<file path="src/rtl/wsl_pkg.sv">
// ----------------------------------------------------------------------------
// Wrapped segment lookup package
// Shared types and constants of the wrapped segment lookup block.
// ----------------------------------------------------------------------------
package wsl_pkg;

    localparam int TABLE_DEPTH_DEF = 64;
    localparam int VALUE_W         = 32;
    localparam int WIDE_W          = 33;
    localparam int COUNT_W         = 7;
    localparam int INDEX_W         = 6;

    localparam logic CMD_WRITE = 1'b0;
    localparam logic CMD_QUERY = 1'b1;

    localparam logic [1:0] REG_ENTRY_COUNT  = 2'd0;
    localparam logic [1:0] REG_CLOSED_CURVE = 2'd1;

    typedef enum logic [3:0] {
        ST_IDLE,
        ST_RD_FIRST,
        ST_RD_LAST,
        ST_LATCH_LAST,
        ST_DIV,
        ST_WRAP,
        ST_SEARCH,
        ST_RD_NEXT,
        ST_RESULT,
        ST_OUT
    } t_state;

    // Request from the sequencer to the table memory.
    typedef struct packed {
        logic        wr_en;
        logic [11:0] addr;
        logic [31:0] wdata;
    } t_mem_req;

endpackage

</file>
<file path="src/rtl/wsl_table.sv">
// ----------------------------------------------------------------------------
// Wrapped segment lookup table
// Single-port breakpoint memory with a registered read.
// ----------------------------------------------------------------------------
module wsl_table #(
    parameter int TABLE_DEPTH = wsl_pkg::TABLE_DEPTH_DEF,
    parameter int ADDR_W      = $clog2(TABLE_DEPTH)
) (
    input  logic                          i_clk,
    input  logic                          i_wr_en,
    input  logic [ADDR_W-1:0]             i_addr,
    input  logic [wsl_pkg::VALUE_W-1:0]   i_wdata,
    output logic [wsl_pkg::VALUE_W-1:0]   o_rdata
);

    logic [wsl_pkg::VALUE_W-1:0] r_mem [TABLE_DEPTH];
    logic [wsl_pkg::VALUE_W-1:0] r_rdata;

    always_ff @(posedge i_clk) begin
        if (i_wr_en) begin
            r_mem[i_addr] <= i_wdata;
        end
        r_rdata <= r_mem[i_addr];
    end

    assign o_rdata = r_rdata;

endmodule

</file>
<file path="src/rtl/wsl_divider.sv">
// ----------------------------------------------------------------------------
// Wrapped segment lookup divider
// Radix-2 restoring divider giving the remainder of two 33-bit values.
// ----------------------------------------------------------------------------
module wsl_divider (
    input  logic                         i_clk,
    input  logic                         i_rst_n,
    input  logic                         i_start,
    input  logic [wsl_pkg::WIDE_W-1:0]   i_num,
    input  logic [wsl_pkg::WIDE_W-1:0]   i_den,
    output logic                         o_done,
    output logic [wsl_pkg::WIDE_W-1:0]   o_rem
);

    localparam int W = wsl_pkg::WIDE_W;

    logic [W-1:0]         r_quot;
    logic [W:0]           r_rem;
    logic [W-1:0]         r_den;
    logic [5:0]           r_cnt;
    logic                 r_busy;
    logic                 r_done;
    logic [W:0]           shifted;
    logic [W:0]           diff;

    assign shifted = {r_rem[W-1:0], r_quot[W-1]};
    assign diff    = shifted - {1'b0, r_den};

    always_ff @(posedge i_clk) begin
        if (!i_rst_n) begin
            r_busy <= 1'b0;
            r_done <= 1'b0;
            r_cnt  <= '0;
        end else begin
            r_done <= 1'b0;
            if (i_start) begin
                r_busy <= 1'b1;
                r_cnt  <= 6'(W);
            end else if (r_busy) begin
                r_cnt <= r_cnt - 6'd1;
                if (r_cnt == 6'd1) begin
                    r_busy <= 1'b0;
                    r_done <= 1'b1;
                end
            end
        end
    end

    always_ff @(posedge i_clk) begin
        if (i_start) begin
            r_quot <= i_num;
            r_rem  <= '0;
            r_den  <= i_den;
        end else if (r_busy) begin
            if (!diff[W]) begin
                r_rem  <= diff;
                r_quot <= {r_quot[W-2:0], 1'b1};
            end else begin
                r_rem  <= shifted;
                r_quot <= {r_quot[W-2:0], 1'b0};
            end
        end
    end

    assign o_done = r_done;
    assign o_rem  = r_rem[W-1:0];

endmodule

</file>
<file path="src/rtl/wsl_ctrl.sv">
// ----------------------------------------------------------------------------
// Wrapped segment lookup sequencer
// Reads the table, wraps the query on a closed curve and walks the entries one per cycle.
// ----------------------------------------------------------------------------
module wsl_ctrl #(
    parameter int TABLE_DEPTH = wsl_pkg::TABLE_DEPTH_DEF,
    parameter int ADDR_W      = $clog2(TABLE_DEPTH)
) (
    input  logic                          i_clk,
    input  logic                          i_rst_n,
    input  logic                          i_in_valid,
    output logic                          o_in_ready,
    input  logic                          i_cmd,
    input  logic [wsl_pkg::INDEX_W-1:0]   i_entry_index,
    input  logic [wsl_pkg::VALUE_W-1:0]   i_value,
    input  logic [wsl_pkg::COUNT_W-1:0]   i_entry_count,
    input  logic                          i_closed_curve,
    output logic                          o_mem_wr_en,
    output logic [ADDR_W-1:0]             o_mem_addr,
    output logic [wsl_pkg::VALUE_W-1:0]   o_mem_wdata,
    input  logic [wsl_pkg::VALUE_W-1:0]   i_mem_rdata,
    output logic                          o_div_start,
    output logic [wsl_pkg::WIDE_W-1:0]    o_div_num,
    output logic [wsl_pkg::WIDE_W-1:0]    o_div_den,
    input  logic                          i_div_done,
    input  logic [wsl_pkg::WIDE_W-1:0]    i_div_rem,
    output logic                          o_out_valid,
    input  logic                          i_out_ready,
    output logic [wsl_pkg::INDEX_W-1:0]   o_segment_index,
    output logic [wsl_pkg::WIDE_W-1:0]    o_segment_offset,
    output logic [wsl_pkg::WIDE_W-1:0]    o_segment_length,
    output logic                          o_error_flag,
    output logic                          o_busy
);

    localparam int W  = wsl_pkg::WIDE_W;
    localparam int CW = $clog2(TABLE_DEPTH + 1);

    wsl_pkg::t_state r_state, n_state;

    logic signed [W-1:0]  r_g, r_first, r_last, r_cur;
    logic [W-1:0]         r_span;
    logic                 r_below;
    logic [CW-1:0]        r_n;
    logic [CW-1:0]        r_pos;
    logic                 r_out_valid;
    logic [wsl_pkg::INDEX_W-1:0] r_seg_index;
    logic [W-1:0]         r_seg_offset, r_seg_length;
    logic                 r_err;

    logic [CW-1:0]        n_clamp;
    logic signed [W-1:0]  rd_ext;
    logic                 accept;
    logic                 out_free;

    assign rd_ext   = W'(signed'(i_mem_rdata));
    assign accept   = i_in_valid && o_in_ready;
    assign out_free = !r_out_valid || i_out_ready;

    always_comb begin
        if (int'(i_entry_count) > TABLE_DEPTH) begin
            n_clamp = CW'(TABLE_DEPTH);
        end else begin
            n_clamp = CW'(i_entry_count);
        end
    end

    always_ff @(posedge i_clk) begin
        if (!i_rst_n) begin
            r_state <= wsl_pkg::ST_IDLE;
        end else begin
            r_state <= n_state;
        end
    end

    always_comb begin
        n_state     = r_state;
        o_in_ready  = 1'b0;
        o_mem_wr_en = 1'b0;
        o_mem_addr  = '0;
        o_mem_wdata = i_value;
        o_div_start = 1'b0;
        case (r_state)
            wsl_pkg::ST_IDLE: begin
                o_in_ready = 1'b1;
                o_mem_addr = '0;
                if (i_in_valid) begin
                    if (i_cmd == wsl_pkg::CMD_WRITE) begin
                        o_mem_addr = ADDR_W'(i_entry_index);
                        o_mem_wr_en = ({{(W - wsl_pkg::INDEX_W){1'b0}}, i_entry_index}
                                       < W'(TABLE_DEPTH));
                    end else if (n_clamp < CW'(2)) begin
                        n_state = wsl_pkg::ST_OUT;
                    end else begin
                        n_state = wsl_pkg::ST_RD_FIRST;
                    end
                end
            end
            wsl_pkg::ST_RD_FIRST: begin
                o_mem_addr = ADDR_W'(r_n - CW'(1));
                n_state = wsl_pkg::ST_RD_LAST;
            end
            wsl_pkg::ST_RD_LAST: begin
                o_mem_addr = ADDR_W'(r_n - CW'(1));
                n_state = wsl_pkg::ST_LATCH_LAST;
            end
            wsl_pkg::ST_LATCH_LAST: begin
                o_mem_addr = ADDR_W'(1);
                if (!i_closed_curve) begin
                    n_state = wsl_pkg::ST_SEARCH;
                end else if (rd_ext <= r_first) begin
                    n_state = wsl_pkg::ST_SEARCH;
                end else if (r_g < r_first || r_g > rd_ext) begin
                    o_div_start = 1'b1;
                    n_state = wsl_pkg::ST_DIV;
                end else begin
                    n_state = wsl_pkg::ST_SEARCH;
                end
            end
            wsl_pkg::ST_DIV: begin
                o_mem_addr = ADDR_W'(1);
                if (i_div_done) begin
                    n_state = wsl_pkg::ST_WRAP;
                end
            end
            wsl_pkg::ST_WRAP: begin
                o_mem_addr = ADDR_W'(1);
                n_state = wsl_pkg::ST_SEARCH;
            end
            wsl_pkg::ST_SEARCH: begin
                o_mem_addr = ADDR_W'(r_pos + CW'(1));
                if (r_pos < r_n && rd_ext <= r_g) begin
                    n_state = wsl_pkg::ST_SEARCH;
                end else begin
                    o_mem_addr = (r_pos >= r_n) ? ADDR_W'(r_n - CW'(2))
                                                : ADDR_W'(r_pos - CW'(1));
                    n_state = wsl_pkg::ST_RD_NEXT;
                end
            end
            wsl_pkg::ST_RD_NEXT: begin
                o_mem_addr = ADDR_W'(r_pos + CW'(1));
                n_state = wsl_pkg::ST_RESULT;
            end
            wsl_pkg::ST_RESULT: begin
                o_mem_addr = ADDR_W'(r_pos + CW'(1));
                if (out_free) begin
                    n_state = wsl_pkg::ST_IDLE;
                end
            end
            wsl_pkg::ST_OUT: begin
                if (out_free) begin
                    n_state = wsl_pkg::ST_IDLE;
                end
            end
            default: begin
                n_state = wsl_pkg::ST_IDLE;
            end
        endcase
    end

    assign o_div_num = (r_g < r_first) ? W'(r_first - r_g) : W'(r_g - rd_ext);
    assign o_div_den = W'(rd_ext - r_first);

    always_ff @(posedge i_clk) begin
        if (!i_rst_n) begin
            r_out_valid <= 1'b0;
        end else begin
            if (r_out_valid && i_out_ready) begin
                r_out_valid <= 1'b0;
            end
            if ((r_state == wsl_pkg::ST_RESULT || r_state == wsl_pkg::ST_OUT) && out_free) begin
                r_out_valid <= 1'b1;
            end
        end
    end

    always_ff @(posedge i_clk) begin
        case (r_state)
            wsl_pkg::ST_IDLE: begin
                r_g <= W'(signed'(i_value));
                r_n <= n_clamp;
                r_pos <= CW'(1);
            end
            wsl_pkg::ST_RD_FIRST: begin
                r_first <= rd_ext;
            end
            wsl_pkg::ST_RD_LAST: begin
            end
            wsl_pkg::ST_LATCH_LAST: begin
                r_last  <= rd_ext;
                r_span  <= W'(rd_ext - r_first);
                r_below <= (r_g < r_first);
                if (i_closed_curve && rd_ext <= r_first) begin
                    r_g <= r_first;
                end
            end
            wsl_pkg::ST_DIV: begin
                r_span <= W'(r_last - r_first);
            end
            wsl_pkg::ST_WRAP: begin
                if (r_below) begin
                    r_g <= (i_div_rem == '0) ? r_first
                                             : r_first + signed'(r_span - i_div_rem);
                end else begin
                    r_g <= (i_div_rem == '0) ? r_last : r_first + signed'(i_div_rem);
                end
            end
            wsl_pkg::ST_SEARCH: begin
                if (r_pos < r_n && rd_ext <= r_g) begin
                    r_pos <= r_pos + CW'(1);
                end else begin
                    r_pos <= (r_pos >= r_n) ? r_n - CW'(2) : r_pos - CW'(1);
                end
            end
            wsl_pkg::ST_RD_NEXT: begin
                r_cur <= rd_ext;
            end
            wsl_pkg::ST_RESULT: begin
                if (out_free) begin
                    r_seg_index  <= wsl_pkg::INDEX_W'(r_pos);
                    r_seg_offset <= W'(r_g - r_cur);
                    r_seg_length <= W'(rd_ext - r_cur);
                    r_err        <= 1'b0;
                end
            end
            wsl_pkg::ST_OUT: begin
                if (out_free) begin
                    r_seg_index  <= '0;
                    r_seg_offset <= '0;
                    r_seg_length <= '0;
                    r_err        <= 1'b1;
                end
            end
            default: begin
            end
        endcase
    end

    assign o_out_valid      = r_out_valid;
    assign o_segment_index  = r_seg_index;
    assign o_segment_offset = r_seg_offset;
    assign o_segment_length = r_seg_length;
    assign o_error_flag     = r_err;
    assign o_busy           = (r_state != wsl_pkg::ST_IDLE) || accept;

endmodule

</file>
<file path="src/rtl/wrapped_segment_lookup_core.sv">
// ----------------------------------------------------------------------------
// Wrapped segment lookup core
// Breakpoint table with optional wrap of a query and a linear segment search.
// ----------------------------------------------------------------------------
// A write beat is taken in idle, and a query with fewer than two entries in use
// gives an error result. Any other query reads the first and last entries, then
// walks the table one entry per cycle through the single memory port. When a
// closed curve needs wrapping, a 33-step divider and a wrap step run before the
// search. A stalled result only holds the block in its last step. One query is
// handled at a time.
module wrapped_segment_lookup_core #(
    parameter int TABLE_DEPTH = wsl_pkg::TABLE_DEPTH_DEF
) (
    input  logic        i_clk,
    input  logic        i_rst_n,
    input  logic        s_axis_tvalid,
    output logic        s_axis_tready,
    // Bits from lowest: entry_index[5:0], value[37:6], zero fill [39:38].
    input  logic [39:0] s_axis_tdata,
    // Bits: cmd[0].
    input  logic [0:0]  s_axis_tuser,
    output logic        m_axis_tvalid,
    input  logic        m_axis_tready,
    // Bits from lowest: segment_index[5:0], segment_offset[38:6],
    // segment_length[71:39], zero fill [79:72].
    output logic [79:0] m_axis_tdata,
    // Bits: error_flag[0].
    output logic [0:0]  m_axis_tuser,
    input  logic        i_cfg_valid,
    output logic        o_cfg_ready,
    input  logic [1:0]  i_cfg_index,
    input  logic [31:0] i_cfg_data
);

    localparam int ADDR_W = $clog2(TABLE_DEPTH);

    logic [wsl_pkg::COUNT_W-1:0] r_entry_count;
    logic                        r_closed_curve;
    logic                        mem_wr_en;
    logic [ADDR_W-1:0]           mem_addr;
    logic [31:0]                 mem_wdata, mem_rdata;
    logic                        div_start, div_done, busy;
    logic [32:0]                 div_num, div_den, div_rem;
    logic [5:0]                  seg_index;
    logic [32:0]                 seg_offset, seg_length;
    logic                        err;

    assign o_cfg_ready = 1'b1;

    always_ff @(posedge i_clk) begin
        if (!i_rst_n) begin
            r_entry_count  <= '0;
            r_closed_curve <= 1'b0;
        end else if (i_cfg_valid) begin
            if (i_cfg_index == wsl_pkg::REG_ENTRY_COUNT) begin
                r_entry_count <= i_cfg_data[wsl_pkg::COUNT_W-1:0];
            end else if (i_cfg_index == wsl_pkg::REG_CLOSED_CURVE) begin
                r_closed_curve <= i_cfg_data[0];
            end
        end
    end

    wsl_table #(.TABLE_DEPTH(TABLE_DEPTH), .ADDR_W(ADDR_W)) u_table (
        .i_clk   (i_clk),
        .i_wr_en (mem_wr_en),
        .i_addr  (mem_addr),
        .i_wdata (mem_wdata),
        .o_rdata (mem_rdata)
    );

    wsl_divider u_div (
        .i_clk   (i_clk),
        .i_rst_n (i_rst_n),
        .i_start (div_start),
        .i_num   (div_num),
        .i_den   (div_den),
        .o_done  (div_done),
        .o_rem   (div_rem)
    );

    wsl_ctrl #(.TABLE_DEPTH(TABLE_DEPTH), .ADDR_W(ADDR_W)) u_ctrl (
        .i_clk            (i_clk),
        .i_rst_n          (i_rst_n),
        .i_in_valid       (s_axis_tvalid),
        .o_in_ready       (s_axis_tready),
        .i_cmd            (s_axis_tuser[0]),
        .i_entry_index    (s_axis_tdata[5:0]),
        .i_value          (s_axis_tdata[37:6]),
        .i_entry_count    (r_entry_count),
        .i_closed_curve   (r_closed_curve),
        .o_mem_wr_en      (mem_wr_en),
        .o_mem_addr       (mem_addr),
        .o_mem_wdata      (mem_wdata),
        .i_mem_rdata      (mem_rdata),
        .o_div_start      (div_start),
        .o_div_num        (div_num),
        .o_div_den        (div_den),
        .i_div_done       (div_done),
        .i_div_rem        (div_rem),
        .o_out_valid      (m_axis_tvalid),
        .i_out_ready      (m_axis_tready),
        .o_segment_index  (seg_index),
        .o_segment_offset (seg_offset),
        .o_segment_length (seg_length),
        .o_error_flag     (err),
        .o_busy           (busy)
    );

    assign m_axis_tdata = {8'd0, seg_length, seg_offset, seg_index};
    assign m_axis_tuser = err;

`ifndef SYNTHESIS
    a_err_zero: assert property (@(posedge i_clk) disable iff (!i_rst_n)
        m_axis_tvalid && m_axis_tuser[0] |-> m_axis_tdata == '0)
        else $error("error result carries nonzero fields");
    a_no_accept_busy: assert property (@(posedge i_clk) disable iff (!i_rst_n)
        busy && !s_axis_tready |=> !(div_start && s_axis_tready))
        else $error("divider start while accepting");
    a_seg_range: assert property (@(posedge i_clk) disable iff (!i_rst_n)
        m_axis_tvalid && !m_axis_tuser[0] |-> m_axis_tdata[5:0] < 6'(TABLE_DEPTH - 1))
        else $error("segment index out of range");
`endif

endmodule
</file>
<file path="config.mk">
export PLATFORM = sky130hd
export DESIGN_NAME = wrapped_segment_lookup_core
export DESIGN_NICKNAME = d
export VERILOG_FILES = /design/src/rtl/wsl_pkg.sv /design/src/rtl/wsl_table.sv /design/src/rtl/wsl_divider.sv /design/src/rtl/wsl_ctrl.sv /design/src/rtl/wrapped_segment_lookup_core.sv
export SDC_FILE = /design/constraint.sdc
export NUM_CORES = 2
export LEC_CHECK = 0
export BUFFER_PORTS_ARGS = -buffer_cell sky130_fd_sc_hd__buf_2
export CORE_MARGIN = 1
export CORE_UTILIZATION = 45
export DETAILED_ROUTE_END_ITERATION = 12
export SKIP_CTS_REPAIR_TIMING = 1
export SYNTH_ARGS = -nofsm -noshare
export SYNTH_HDL_FRONTEND = slang
export SYNTH_HIERARCHICAL = 1
export SYNTH_SLANG_ARGS = --single-unit
export TNS_END_PERCENT = 20
</file>
<file path="constraint.sdc">
create_clock -name i_clk -period 8.83 [get_ports i_clk]
set_clock_uncertainty 0.2 [all_clocks]
set_input_delay 0 -clock i_clk [delete_from_list [all_inputs] [get_ports i_clk]]
set_output_delay 0 -clock i_clk [all_outputs]
set_load 0.1 [all_outputs]
</file>
==> out/qor.yml <==
critPathTopFamily: "compound AO/OA/AOI/OAI gates"
first_global_vias: 69600
cts-buffers-inserted: 277
vias: 73300
vdd_drop_max_mv: 0.525
syn_area_per_cell_sq_um: 14.2
crit_start: "u_table/o_rdata[20]$_DFF_P_"
drt-initial-drc-count: 8586
core_region_area_sq_mm: 0.246
cp-end-kind: "register"
slowest_stage: "sky130_fd_sc_hd__dfxtp_1"
cts_max_path_buffers: 4
layoutNonFillerInstCount: 11800
die_height_microns: 500
gr-total-overflow: 0
route.detailed.vias_per_inst: 6.21
cts_sinks: 2450
worst_setup_path_start_kind: "register"
die_width_microns: 500
dpl_cell_area_sq_mm: 0.118
total_power_w: 0.0548
dp_hpwl_microns: 234000
syn_area_sq_mm: 0.112
most_common_cell_after_layout_fill_and_taps_aside: "sky130_fd_sc_hd__edfxtp_1"
pwr_density_cell_mw_per_mm2: 430
leakage_power_figure_nw: 45.0
routed_wirelength_microns: 361000
timing.critical_path.arrival_ps: 8570
finalWorstPathRequiredPeriod_ps: 8280
fp.dieArea_sq_mm: 0.250
cp.required_ps: 9120
worstPathCellList: "inv_1 > ha_1 > nand3_1 > nor2_1 > nand3_1 > o21ai_1 > a2bb2oi_2 > a221oi_1 > a31oi_1 > o21ai_4 > buf_4 > buf_4 > mux2i_1 > o22ai_1 > a21oi_1 > o21ai_0 > a22oi_1 > buf_4 > nand3_1"
yosysWarnings: 6
post_synthesis_cells: 7899
dp_cells: 11200
fmax_mhz: 121
worstReg2RegStart: "u_table/o_rdata[20]$_DFF_P_"
worst_pin_slew_ps: 1280
start_util_pct: 45.4
finish.net_count: 8724
report.final.setup_viol: 0
tritoncts: "yes"
number_of_buffer_and_inverter_stages_on_the_critical_path: 4
rsz_0062_raised_after_global_routing: "false"
htree_num_levels: 5
groute.usage.overall_pct: 28.2
area.growth.synth_to_final_pct: 14.0
timing.final.hold_violations: 0
finalInstanceArea_sq_mm: 0.127
drt_first_pass_iters: 6
io_pins: 164
worst_slack_ps: 547
maximum_number_of_pins_on_one_net_before_global_route_repair: 134
floorplan.rows: 182
timing.max_cap.violations: 0
grt_antenna_before_repair: 32
status: "complete, no violations"
timing_max_transition_violations_final: 0
crit_path_max_incr_delay_ps: 960
placement.setup.worst_slack_ps: 817
max_slew_headroom_pct: 12.4
clkSlewWorstSetupHoldPaths_ps: 60
final_layout_size_suffix_gt1_share_pct: 15.0
cts_root_buffer: "sky130_fd_sc_hd__clkbuf_16"
drc_errors_left: 0
grt_pass1_wl_microns: 507000
io_buffer_count: 127
hold_class: "primary input to register"
place_congestion: 0.983
timing.setup.critical_path_class: "register to register"
clock_latency_on_the_worst_skew_pair_ps: 920
drt-wirelength-per-cell_microns: 30.6
critical_path.max_fanout: 44
setup_tns_ps: 0
final_cell_mix: "sky130_fd_sc_hd__edfxtp_1 (2364), sky130_fd_sc_hd__a21oi_1 (385), sky130_fd_sc_hd__inv_1 (381)"
timing.hold.worst.start: "s_axis_tdata[4]"
antenna_left: 0
layout_worst_path_cycle_share_pct: 93.8
[tightest hold or removal path, stage by stage]
cell and delay, ps:
sky130_fd_sc_hd__buf_2 90, sky130_fd_sc_hd__a21oi_1 100, sky130_fd_sc_hd__o21ai_2 220, sky130_fd_sc_hd__buf_4 190, sky130_fd_sc_hd__nand4_1 100, sky130_fd_sc_hd__o21ai_0 230, sky130_fd_sc_hd__nand4bb_1 110
[where the power goes]
part | leakage (nW) | internal, W | switching, W
combinational | 18.8 | 0.0103 | 0.0186
sequential | 22.0 | 0.0139 | 0.000987
clock | 4.21 | 0.00662 | 0.00451
total | 45.0 | 0.0308 | 0.0241
[worst paths after layout]
check	depth (start not counted)	to	slack, ps
min	7	u_table/o_rdata[31]$_DFF_P_	20
min reg2reg	2	u_div/r_cnt[1]$_SDFFE_PP0P_	300
max reg2reg	19	u_table/o_rdata[26]$_DFF_P_	550
max	19	u_table/o_rdata[26]$_DFF_P_	550
[flip-flops by register name, summed over array words and instances, names as in the netlist, 4 cells and up]
name	flops
r_entry_count	7
u_ctrl/o_segment_length	33
u_ctrl/o_segment_offset	33
u_ctrl/r_cur	32
u_ctrl/r_state	4
u_div/r_den	33
u_div/r_rem	33
u_ctrl/r_pos	7
u_ctrl/r_n	7
u_div/r_quot	33
u_ctrl/r_first	32
u_ctrl/r_span	33
u_table/o_rdata	32
u_div/r_cnt	6
u_table/r_mem	2048
u_ctrl/r_last	32
u_ctrl/r_g	33
u_ctrl/o_segment_index	6
[through the flow]
step	utilization (%)	hold WS (ps)
5_1_grt	51.7	19.3
2_1_floorplan	-	-82.5
3_5_place_dp	47.9	58.2
3_3_place_gp	47.9	52.7
6_report	51.7	20.3
4_1_cts	51.4	-870
[layout make-up]
| type | count | area, sq um |
|---|---|---|
| Tap cell | 3312 | 4140 |
| Antenna cell | 24 | 60.1 |
| Clock buffer | 358 | 7480 |
| Clock inverter | 117 | 1150 |
| Fill cell | 20500 | 119000 |
| Multi-Input combinational cell | 4629 | 36400 |
| Timing Repair Buffer | 524 | 4120 |
| Inverter | 385 | 1450 |
| Sequential cell | 2450 | 72700 |
[metal layers]
metal | routed length (microns) | track usage, % | part of all wire, %
met1 | 151000 | 39.9 | 42
met2 | 157000 | 42.1 | 44
met3 | 34800 | 5.83 | 9.6
met4 | 17900 | 12.2 | 4.9
met5 | 111 | 0 | 0.031
No activity file was read; power rests on OpenSTA's default activity.
